`src/sv/bbe_pkg.sv`:
```
package bbe_pkg;

  localparam int PIX_W      = 8;
  localparam int RGB_W      = 3 * PIX_W;
  localparam int CSUM_W     = 10;
  localparam int SUM_W      = 12;
  localparam int DIVN_W     = 4;
  localparam int NUM_W      = SUM_W + 1;
  localparam int RECIP_W    = 18;
  localparam int RECIP_SHIFT = 18;
  localparam int ROW_W      = 16;
  localparam int IMG_W_W    = 11;
  localparam int CFG_IDX_W  = 4;
  localparam int CFG_DATA_W = 16;

  localparam logic [CFG_IDX_W-1:0] REG_IMAGE_WIDTH  = CFG_IDX_W'(0);
  localparam logic [CFG_IDX_W-1:0] REG_IMAGE_HEIGHT = CFG_IDX_W'(1);

  localparam logic [IMG_W_W-1:0] RESET_WIDTH  = IMG_W_W'(640);
  localparam logic [ROW_W-1:0]   RESET_HEIGHT = ROW_W'(480);

  typedef enum logic [1:0] {
    ST_IDLE,
    ST_READ,
    ST_EMIT
  } seq_state_t;

  typedef struct packed {
    logic [CSUM_W-1:0] red;
    logic [CSUM_W-1:0] green;
    logic [CSUM_W-1:0] blue;
  } csum_t;

  typedef struct packed {
    logic [SUM_W-1:0]  sum_red;
    logic [SUM_W-1:0]  sum_green;
    logic [SUM_W-1:0]  sum_blue;
    logic [DIVN_W-1:0] count;
    logic [ROW_W-1:0]  row;
    logic              last_run;
    logic              frame_end;
  } mean_req_t;

endpackage

```
`src/sv/bbe_if.sv`:
```


interface bbe_res_if #(parameter int COL_W = 10);
  import bbe_pkg::*;
  logic             valid;
  logic             ready;
  logic [ROW_W-1:0] out_row;
  logic [COL_W-1:0] out_col;
  logic [PIX_W-1:0] red_out;
  logic [PIX_W-1:0] green_out;
  logic [PIX_W-1:0] blue_out;
  logic             last_of_run;
  logic             frame_done;
  modport source (output valid, output out_row, output out_col, output red_out,
                  output green_out, output blue_out, output last_of_run,
                  output frame_done, input ready);
  modport sink (input valid, input out_row, input out_col, input red_out,
                input green_out, input blue_out, input last_of_run,
                input frame_done, output ready);
endinterface


```
`src/sv/bbe_mean.sv`:
```
module bbe_mean #(
  parameter int COL_W = 10
) (
  input  logic                clk,
  input  logic                rst_n,
  input  logic                req_valid,
  output logic                req_ready,
  input  bbe_pkg::mean_req_t  req,
  input  logic [COL_W-1:0]    req_col,
  bbe_res_if.source           res
);
  import bbe_pkg::*;

  localparam int PROD_W = NUM_W + RECIP_W;

  // The count is always 1, 2, 3, 4, 6 or 9; the reciprocal of twice the
  // count is rounded up so that the product gives the exact floor.
  function automatic logic [RECIP_W-1:0] recip(input logic [DIVN_W-1:0] n);
    logic [RECIP_W-1:0] m;
    unique case (n)
      DIVN_W'(1): m = RECIP_W'(131072);
      DIVN_W'(2): m = RECIP_W'(65536);
      DIVN_W'(3): m = RECIP_W'(43691);
      DIVN_W'(4): m = RECIP_W'(32768);
      DIVN_W'(6): m = RECIP_W'(21846);
      DIVN_W'(9): m = RECIP_W'(14564);
      default:    m = '0;
    endcase
    return m;
  endfunction

  function automatic logic [PIX_W-1:0] mean_of(input logic [SUM_W-1:0]  s,
                                               input logic [DIVN_W-1:0] n);
    logic [NUM_W-1:0]  num;
    logic [PROD_W-1:0] prod;
    num  = {s, 1'b0} + NUM_W'(n);
    prod = PROD_W'(num) * PROD_W'(recip(n));
    return prod[RECIP_SHIFT +: PIX_W];
  endfunction

  logic             s1_valid_r;
  mean_req_t        s1_req_r;
  logic [COL_W-1:0] s1_col_r;
  logic             out_valid_r;
  logic [ROW_W-1:0] out_row_r;
  logic [COL_W-1:0] out_col_r;
  logic [PIX_W-1:0] red_r;
  logic [PIX_W-1:0] green_r;
  logic [PIX_W-1:0] blue_r;
  logic             last_r;
  logic             done_r;
  logic             out_free;
  logic             s1_move;

  assign out_free  = !out_valid_r || res.ready;
  assign s1_move   = s1_valid_r && out_free;
  assign req_ready = !s1_valid_r || out_free;

  always_ff @(posedge clk) begin
    if (!rst_n) begin
      s1_valid_r <= 1'b0;
    end else if (req_ready) begin
      s1_valid_r <= req_valid;
    end
  end

  always_ff @(posedge clk) begin
    if (req_ready && req_valid) begin
      s1_req_r <= req;
      s1_col_r <= req_col;
    end
  end

  always_ff @(posedge clk) begin
    if (!rst_n) begin
      out_valid_r <= 1'b0;
    end else if (out_free) begin
      out_valid_r <= s1_valid_r;
    end
  end

  always_ff @(posedge clk) begin
    if (s1_move) begin
      out_row_r <= s1_req_r.row;
      out_col_r <= s1_col_r;
      red_r     <= mean_of(s1_req_r.sum_red, s1_req_r.count);
      green_r   <= mean_of(s1_req_r.sum_green, s1_req_r.count);
      blue_r    <= mean_of(s1_req_r.sum_blue, s1_req_r.count);
      last_r    <= s1_req_r.last_run;
      done_r    <= s1_req_r.frame_end;
    end
  end

  assign res.valid       = out_valid_r;
  assign res.out_row     = out_row_r;
  assign res.out_col     = out_col_r;
  assign res.red_out     = red_r;
  assign res.green_out   = green_r;
  assign res.blue_out    = blue_r;
  assign res.last_of_run = last_r;
  assign res.frame_done  = done_r;

endmodule

```
`src/flat_wrapper.sv`:
```
// flat-port wrapper written by rule: the top's interface ports become plain ports
module bbe_mean_flat import bbe_pkg::*;
#(
  parameter int COL_W = 10
)
  (clk, rst_n, req_valid, req_ready, req, req_col, res_valid, res_out_row, res_out_col, res_red_out, res_green_out, res_blue_out, res_last_of_run, res_frame_done, res_ready);
  bbe_res_if #(.COL_W(COL_W)) res_i ();
  input  logic clk;
  input  logic rst_n;
  input  logic req_valid;
  output logic req_ready;
  input  bbe_pkg::mean_req_t req;
  input  logic [COL_W-1:0] req_col;
  output wire logic [$bits(res_i.valid)-1:0] res_valid;
  output wire logic [$bits(res_i.out_row)-1:0] res_out_row;
  output wire logic [$bits(res_i.out_col)-1:0] res_out_col;
  output wire logic [$bits(res_i.red_out)-1:0] res_red_out;
  output wire logic [$bits(res_i.green_out)-1:0] res_green_out;
  output wire logic [$bits(res_i.blue_out)-1:0] res_blue_out;
  output wire logic [$bits(res_i.last_of_run)-1:0] res_last_of_run;
  output wire logic [$bits(res_i.frame_done)-1:0] res_frame_done;
  input wire logic [$bits(res_i.ready)-1:0] res_ready;
  assign res_valid = res_i.valid;
  assign res_out_row = res_i.out_row;
  assign res_out_col = res_i.out_col;
  assign res_red_out = res_i.red_out;
  assign res_green_out = res_i.green_out;
  assign res_blue_out = res_i.blue_out;
  assign res_last_of_run = res_i.last_of_run;
  assign res_frame_done = res_i.frame_done;
  assign res_i.ready = res_ready;
  bbe_mean #(.COL_W(COL_W)) u_core (.clk(clk), .rst_n(rst_n), .req_valid(req_valid), .req_ready(req_ready), .req(req), .req_col(req_col), .res(res_i));
endmodule
```
`config.mk`:
```
export PLATFORM = sky130hd
export DESIGN_NAME = bbe_mean_flat
export DESIGN_NICKNAME = d
export VERILOG_FILES = /design/src/sv/bbe_pkg.sv /design/src/sv/bbe_if.sv /design/src/sv/bbe_mean.sv /design/src/flat_wrapper.sv
export SDC_FILE = /design/constraint.sdc
export NUM_CORES = 1
export LEC_CHECK = 0
export BUFFER_PORTS_ARGS = -buffer_cell sky130_fd_sc_hd__buf_2
export CAP_MARGIN = 20
export CORE_MARGIN = 2
export CORE_UTILIZATION = 30
export DETAILED_ROUTE_END_ITERATION = 8
export PLACE_DENSITY = 0.44
export SETUP_SLACK_MARGIN = 0.5
export SLEW_MARGIN = 20
export SYNTH_ARGS = -nofsm -noshare
export SYNTH_HDL_FRONTEND = slang
export SYNTH_SLANG_ARGS = --single-unit
export TNS_END_PERCENT = 5
```
`constraint.sdc`:
```
create_clock -name clk -period 15.2 [get_ports clk]
set_input_delay 0.76 -clock clk [delete_from_list [all_inputs] [get_ports clk]]
set_output_delay 0.76 -clock clk [all_outputs]
set_load 0.03 [all_outputs]
```
==> results of run 1 <==
final cells by class:
class / instances / share of cell area [%]
inverters: 674 / 11.1
multi-input cells: 1196 / 62.6
well taps: 873 / 4.78
repair buffers: 135 / 3.07
clock buffers: 18 / 1.92
clock inverters: 14 / 0.592
flip-flops and latches: 122 / 16.0
layout by cell type (no fill, tap or decap), drive strengths merged, types with 15 or more instances in the layout:
cell type / Yosys / layout
nand2: 151 / 151
edfxtp: 120 / 120
fa: 450 / 450
nor2: 132 / 132
inv: 674 / 680
a21oi: 31 / 31
xnor2: 56 / 56
clkbuf: 20 / 18
o21ai: 15 / 15
ha: 165 / 165
xor2: 42 / 42
buf: 5 / 135
and3: 17 / 17
nand3: 15 / 15
worst paths after layout:
check,start,end,slack [ps],cells after the start
worst max-delay path,u_core.s1_req_r[20],u_core.res.red_out[6],7480,25
worst min-delay path,u_core.s1_col_r[0],u_core.res.out_col[0],420,0
worst max register to register,u_core.s1_req_r[20],u_core.res.red_out[6],7480,25
worst min register to register,u_core.s1_col_r[0],u_core.res.out_col[0],420,0
power by group:
part           switching [mW]  leakage, nW  total (mW)  internal [mW]
logic                   0.447         10.6       0.735          0.289
clock network           0.192        0.281       0.425          0.233
registers              0.0161         1.17       0.424          0.408
routing by layer:
layer	global-route usage [%]	wire [µm]	up-vias
li1	-	-	6136
met1	21.9	24500	6811
met2	28.4	27000	318
met3	4.04	3100	61
met4	4.84	1330	12
met5	0	84	-
kinds of logic after synthesis:
| family | after synthesis | share of synthesized area [%] |
|---|---|---|
| compound gates | 95 | 3.08 |
| simple gates | 375 | 8.06 |
| xor+xnor | 98 | 4.19 |
| flops | 122 | 17.8 |
| fa+ha+maj | 615 | 54.0 |
| buf+inv | 699 | 12.8 |
| mux | 1 | 0.0488 |
| other cells | 2 | 0.0366 |
worst register-to-register path, stage by stage, from the launching register on:
cell and delay (ps):
edfxtp_1 730, ha_1 330, a21o_1 170, a21oi_1 360, nor2_1 200, and3_1 250
xnor2_1 510, nor2_1 200, fa_1 550, inv_1 90, fa_1 480, inv_1 60
fa_1 470, fa_1 500, inv_1 50, fa_1 480, inv_1 40, ha_1 280
nand4_1 110, nor2_1 190, nand4_1 210, o2111ai_1 370, nand2_1 180, o211ai_1 330
a21oi_1 130, xnor2_1 160
state kept, by name (all words and copies together), names as in the netlist:
signal,count
u_core.s1_req_r,58
u_core.res.out_row,16
u_core.res.out_col,10
u_core.s1_col_r,10
u_core.res.blue_out,8
u_core.res.green_out,8
u_core.res.red_out,8
u_core.res.frame_done,1
u_core.res.last_of_run,1
u_core.res.valid,1
u_core.s1_valid_r,1
synthesized netlist by cell type (all sizes together) (3+ instances only):
cell type,n
a211oi,6
a21o,12
a21oi,31
and2,9
and3,17
buf,5
clkbuf,20
edfxtp,120
fa,450
ha,165
inv,674
nand2,151
nand2b,5
nand3,15
nand3b,4
nand4,7
nor2,132
nor2b,8
nor3,6
nor3b,3
nor4,4
o211ai,3
o21a,4
o21ai,15
o22ai,3
or2,5
xnor2,56
xor2,42
through the flow:
step | util [%] | total power [mW]
after floorplan | - | 0.962
after global placement | 33.0 | 1.18
after detailed placement | 33.0 | 1.18
after CTS | 33.9 | 1.62
after global routing | 33.9 | 1.74
final | 33.9 | 1.58
==> metrics.csv, run 1 <==
metric,value,unit
clockRootBuffer,clkbuf_16,
pre_cts_slack,7430,ps
yosysTopAreaCell,fa_1,
core_region_area,0.0674,mm²
instances_no_fill,3032,
drt_iter0_drc,587,
dpl_cell_area,0.0223,mm²
yosysTopAreaCellShare,43.9,%
required,15400,ps
setup-tns-final,0,ps
post_cts_resized,0,
portBuffers,125,
multi_input_area,0.0143,mm²
timing.final.crit_period,7720,ps
crit_path_frequent_cell,fa_1,
rows,95,
synth_edf_count,120,
clockBufferDepth,2,
gr-usage-all-layers,17.0,%
wirelength,56000,µm
dpl.hpwl,48800,µm
final_nets,2833,
finalSetupViolCount,0,
hold_buffers,0,
timing.slew.headroom,31.4,%
min_period_over_period,50.8,%
rsz0062_at_grt,no,
cts_tree,yes,
fin_ws,7480,ps
routed_via_density,4.40,
critPathTopFamily,adder cells,
whs,420,ps
grt_pass1_wl,88300,µm
fin_area,0.0228,mm²
power.density,69.4,mW/mm²
initial_core_util,30.4,%
cts_htree_levels,4,
p_leak,12.1,nW
dp.cells,3000,
worstHoldPathType,reg -> reg,
critPathMaxFanout,14,
skew,14.4,ps
path_class,reg -> reg,
drive_gt1_share,8.52,%
yosys_warnings,0,
ys_types,62,
avgSynthCellArea,10.2,µm²
grt-ovfl-total,0,
cts_setup_buffers,0,
synth_cells,2007,
ys_ff_latch,122,
die_width,265,µm
synth.yosys.seq_area_share,17.8,%
path_clk_slew,70,ps
diodes,0,
cp.buffers_inverters,4,
slowest_delay,730,ps
regArea,0.00364,mm²
syn_area,0.0205,mm²
synth.area.top_cells,"fa_1, edfxtp_1, inv_1, ha_1, nand2_1",
slew_viol_final,0,
post_drt_wl_per_cell,18.5,µm
antenna_found_initial,8,
cp_slowest_cell,edfxtp_1,
ant_nets,0,
drcViolationCount,0,
vias,13300,
area_delta_synth_final,11.4,%
crit_path_start_kind,register,
status,"complete, no violations",
n_fill_cell,6890,
hold_viol_final,0,
die-area,0.0705,mm²
top_level_ports,126,
timing.fmax,0.130,GHz
worst_slew_pin_slew,1030,ps
synth-main-ff-cell,edfxtp_1,
first_global_vias,15300,
grt_max_degree,69,
ir_drop,0.0000724,V
postSynth.asyncResetShare,0,%
die_h,265,µm
maxCapViolations,0,
worstPathArrival,7910,ps
end_kind,register,
numCtsBuffers,17,
first_pass_iters,5,
clk_latency,470,ps
gp_congestion,0.925,
clkSinkCount,122,
Power figures use the tool's default switching activity.
==> run 2: changes to the inputs <==
clock period = 8 ns   (was 15.2 ns; I/O delays follow)
==> metrics.csv, run 2 (synthesis gave the netlist of run 1 again) <==
metric,value,unit,change
status,"complete, no violations",,
drcViolationCount,0,,unchanged
mostFrequentLayoutCells,"inv_1, fa_1, ha_1",,
rows,95,,unchanged
path_clk_slew,90,ps,+20 ps
slew_viol_final,0,,unchanged
first_pass_iters,6,,+1
regMostFlops,u_core.s1_req_r,,
gp_congestion,0.927,,+0.21%
routed_via_density,4.39,,-0.31%
gr-usage-all-layers,17.3,%,+0.36 points
numCtsBuffers,17,,unchanged
timing.slew.headroom,29.2,%,-2.2 points
die-area,0.0705,mm²,unchanged
dpl.hpwl,49000,µm,+0.40%
required,8190,ps,-7210 ps
p_leak,12.1,nW,+0.45%
die_h,265,µm,unchanged
setup-tns-final,0,ps,unchanged
drt_iter0_drc,734,,+25%
die_width,265,µm,unchanged
diodes,0,,unchanged
power.density,131,mW/mm²,+88%
worstPathArrival,7310,ps,-600 ps
min_period_over_period,89.1,%,+38 points
timing.final.crit_period,7130,ps,-589 ps
clockRootBuffer,clkbuf_16,,
largest_reg_flops,58,,unchanged
skew,35.7,ps,+21.3 ps
path_class,reg -> reg,,
worstHoldPathType,in -> reg,,
maxCapViolations,0,,unchanged
finalSetupViolCount,0,,unchanged
critPathMaxFanout,4,,-10
fin_ws,873,ps,-6610 ps
final_nets,2846,,+0.46%
cts_tree,yes,,
cts_htree_levels,4,,unchanged
rsz0062_at_grt,yes,,
drive_gt1_share,9.44,%,+0.92 points
core_region_area,0.0674,mm²,unchanged
grt-ovfl-total,0,,unchanged
end_kind,register,,
hold_viol_final,0,,unchanged
mostFrequentLayoutCell,inv_1,,
ant_nets,0,,unchanged
timing.fmax,0.140,GHz,+8.3%
first_global_vias,15100,,-1.4%
pre_cts_slack,623,ps,-6810 ps
antenna_found_initial,2,,-6
clk_latency,480,ps,about the same
clockBufferDepth,2,,unchanged
top_level_ports,126,,unchanged
initial_core_util,30.4,%,unchanged
crit_path_start_kind,register,,
vias,13400,,+0.12%
hold_buffers,0,,unchanged
wirelength,56900,µm,+1.5%
grt_pass1_wl,90000,µm,+1.9%
portBuffers,125,,unchanged
grt_max_degree,69,,unchanged
clkSinkCount,122,,unchanged
ir_drop,0.000117,V,+62%
post_drt_wl_per_cell,18.7,µm,+1.1%
area_delta_synth_final,11.9,%,
worst_slew_pin_slew,1060,ps,+35.4 ps
==> run 2: cell count changes in the layout (fill, tap and decap cells not counted), moves of 2 or more <==
cell and change:
xor2_2 +2, a21oi_1 -2, xor2_1 -2, a21oi_2 +2, clkinvlp_4 +2, xnor2_2 +2, xnor2_1 -2, buf_4 +13
==> run 2: final cells by class <==
class | count | area, µm²
Clock buffer | 18 | 429
Clock inverter | 14 | 113
Fill cell | 6872 | 44400
Inverter | 674 | 2530
Multi-Input combinational cell | 1196 | 14300
Sequential cell | 122 | 3640
Tap cell | 873 | 1090
Timing Repair Buffer | 148 | 798
==> run 2: worst paths after layout <==
path / slack [ps] / depth (start not counted) / from / endpoint
setup / recovery: 870 / 23 / u_core.s1_req_r[22] / u_core.res.blue_out[7]
hold / removal: 90 / 1 / req[2] / u_core.s1_req_r[2]
setup reg to reg: 870 / 23 / u_core.s1_req_r[22] / u_core.res.blue_out[7]
hold reg to reg: 410 / 0 / u_core.s1_req_r[5] / u_core.res.out_row[3]
==> run 2: through the flow <==
| step | hold slack (ps) | std cells | cell area (µm²) | utilization, % | total power [mW] |
|---|---|---|---|---|---|
| 3_3_place_gp | 400 | 3013 | 22400 | 33.2 | 2.23 |
| 6_report | 88.3 | 3045 | 22900 | 34.1 | 3.00 |
| 5_1_grt | 62.7 | 3045 | 22900 | 34.1 | 3.30 |
| 2_1_floorplan | 400 | 2017 | 20500 | - | 1.83 |
| 3_5_place_dp | 405 | 3013 | 22400 | 33.2 | 2.24 |
| 4_1_cts | 39.1 | 3045 | 22900 | 34.0 | 3.07 |
==> run 2: what timing repair did <==
action                                  in CTS  in global routing
gates resized for setup                      0                 10
buffers inserted                             0                  0
endpoints found under the setup margin       0                 10
==> run 2: routing by layer <==
metal  global-route usage, %  up-vias  part of all wire, %
met5                       0        -                0.042
met4                    5.24        4                  2.5
met1                    24.0     6799                   46
met2                    27.3      319                   46
li1                        -     6164                    -
met3                    3.54       68                  5.2
==> run 2: worst max-delay path, cell delays in order (launching register included) <==
cell and delay, ps:
edfxtp_1 520, ha_1 270, fa_1 470, a21oi_2 280, nand2b_1 190, xor2_1 370
nor2_1 240, fa_1 540, inv_1 50, fa_1 570, inv_1 70, fa_1 470
fa_1 520, inv_1 50, fa_1 470, inv_1 40, ha_1 290, and4_1 200
a41oi_1 140, o21ai_2 280, a31oi_1 210, a21o_1 270, o31ai_2 280, a211oi_2 50
==> run 2: report_power, final <==
part           total (mW)  switching (mW)  internal [mW]
Sequential          0.804          0.0293          0.774
Combinational        1.41           0.853          0.552
Clock               0.790           0.387          0.403
==> run 3: changes to the inputs <==
clock period = 6.6 ns   (was 8 ns; I/O delays follow)
==> metrics.csv, run 3 (synthesis gave the netlist of run 1 again) <==
metric,value,unit,change
critPathMaxFanout,4,,unchanged
clkSinkCount,122,,unchanged
cp_cell_sequence,ha_2 -> fa_2 -> a21o_1 -> nor2b_4 -> nand3_2 -> xnor2_4 -> nand2_2 -> fa_1 -> inv_1 -> fa_1 -> fa_1 -> fa_1 -> inv_1 -> fa_1 -> inv_1 -> ha_4 -> a2111oi_2 -> o21ai_1 -> o22ai_2 -> a311oi_2 -> buf_4 -> a211o_1 -> a21oi_2 -> xnor2_1,,
initial_core_util,30.4,%,unchanged
hold_viol_final,0,,unchanged
skew,31.7,ps,-3.98 ps
grt-ovfl-total,0,,unchanged
pre_cts_slack,-239,ps,-862 ps
power.density,152,mW/mm²,+17%
clk_latency,480,ps,about the same
dp.cells,3210,,+6.5%
vias,14200,,+6.3%
routed_via_density,4.33,,-1.3%
grt_max_degree,69,,unchanged
fin_ws,-7.57,ps,-881 ps
wirelength,58400,µm,+2.6%
drt_iter0_drc,682,,-7.1%
whs_path_depth,1,,unchanged
slew_viol_final,0,,unchanged
post_drt_wl_per_cell,17.8,µm,-4.7%
timing.fmax,0.151,GHz,+7.9%
maxCapViolations,0,,unchanged
rows,95,,unchanged
utilization,37.8,%,+3.8 points
cts_htree_levels,4,,unchanged
largest_reg_flops,58,,unchanged
n_fill_cell,6780,,-1.3%
die_h,265,µm,unchanged
p_leak,13.4,nW,+11%
gr-usage-all-layers,17.8,%,+0.44 points
regMostFlops,u_core.s1_req_r,,
cp.buffers_inverters,4,,unchanged
timing.final.crit_period,6610,ps,-519 ps
diodes,0,,unchanged
dpl.hpwl,50300,µm,+2.6%
final_nets,3082,,+8.3%
die-area,0.0705,mm²,unchanged
mostFrequentLayoutCell,inv_1,,
die_width,265,µm,unchanged
mostFrequentLayoutCells,"inv_1, fa_1, buf_4",,
status,finished with violations,,
clockRootBuffer,clkbuf_16,,
core_region_area,0.0674,mm²,unchanged
antenna_found_initial,1,,-1
top_level_ports,126,,unchanged
finalSetupViolCount,1,,+1
worst_slew_pin_slew,1020,ps,-40.8 ps
timing.slew.headroom,32.0,%,+2.7 points
worstPathArrival,6800,ps,-510 ps
gp_congestion,0.927,,about the same
drcViolationCount,0,,unchanged
crit_path_frequent_cell,fa_1,,
path_depth,24,,+4.3%
first_global_vias,16300,,+7.9%
clockBufferDepth,2,,unchanged
numCtsBuffers,17,,unchanged
violations,setup timing,,
crit_path_start_kind,register,,
min_period_over_period,100,%,+11 points
drive_gt1_share,22.8,%,+13 points
rsz0062_at_grt,yes,,
ant_nets,0,,unchanged
cts_tree,yes,,
portBuffers,125,,unchanged
cp_slowest_cell,fa_1,,
worst-r2r-setup-slack,-8,ps,-880 ps
first_pass_iters,5,,-1
worstHoldPathType,in -> reg,,
ir_drop,0.000164,V,+40%
rr_worst_depth,24,,+4.3%
power,3.88,mW,+30%
critPathTopFamily,adder cells,,
path_class,reg -> reg,,
path_clk_slew,70,ps,-20 ps
required,6800,ps,-1390 ps
instances_no_fill,3281,,+7.8%
grt_pass1_wl,93300,µm,+3.7%
setup-tns-final,-7.57,ps,-7.57 ps
area_delta_synth_final,24.4,%,
slowest_delay,600,ps,+30 ps
end_kind,register,,
-- run 3: cell count changes in the layout (fill, tap and decap cells not counted), sizes merged --
cell	previous run	this run
clkbuf	18	17
buf	148	376
inv	679	682
clkinv	5	3
dlygate4sd3	0	8
-- run 3: area by class of cell --
cell class	instances	area (µm²)	share of cell area, %
Clock buffer	17	425	1.67
Clock inverter	15	156	0.613
Inverter	674	2530	9.92
Multi-Input combinational cell	1196	15000	58.8
Sequential cell	122	3640	14.3
Tap cell	873	1090	4.28
Timing Repair Buffer	384	2670	10.5
-- run 3: repair_timing --
action	CTS	global route
resized for setup	95	20
pin swaps	70	20
hold buffers	8	0
endpoints found under the hold margin	8	0
setup buffers	28	3
setup endpoints to repair	24	24
-- run 3: worst paths after layout --
path | from | endpoint
max | u_core.s1_req_r[34] | u_core.res.green_out[7]
min | req[1] | u_core.s1_req_r[1]
max reg2reg | u_core.s1_req_r[34] | u_core.res.green_out[7]
min reg2reg | u_core.s1_req_r[5] | u_core.res.out_row[3]
-- run 3: power by group --
part / switching, mW / leakage, nW / total (mW) / internal, mW
combinational: 1.10 / 12.0 / 1.92 / 0.826
sequential: 0.0385 / 1.17 / 0.977 / 0.939
clock: 0.481 / 0.272 / 0.984 / 0.503
total: 1.62 / 13.4 / 3.88 / 2.27
-- run 3: metal layers --
| layer | share of wire, % | vias up | global-route usage, % |
|---|---|---|---|
| met3 | 5.3 | 56 | 3.48 |
| met5 | 0 | - | 0 |
| met4 | 2.0 | 0 | 4.60 |
| met1 | 45 | 7193 | 23.8 |
| met2 | 48 | 314 | 29.4 |
| li1 | - | 6633 | - |
-- run 3: metrics by stage --
| step | cell area [µm²] | hold WS, ps |
|---|---|---|
| 6_report | 25500 | 35.3 |
| 3_5_place_dp | 24100 | 406 |
| 2_1_floorplan | 20700 | 400 |
| 5_1_grt | 25500 | 3.12 |
| 4_1_cts | 25400 | 0.212 |
| 3_3_place_gp | 24100 | 401 |
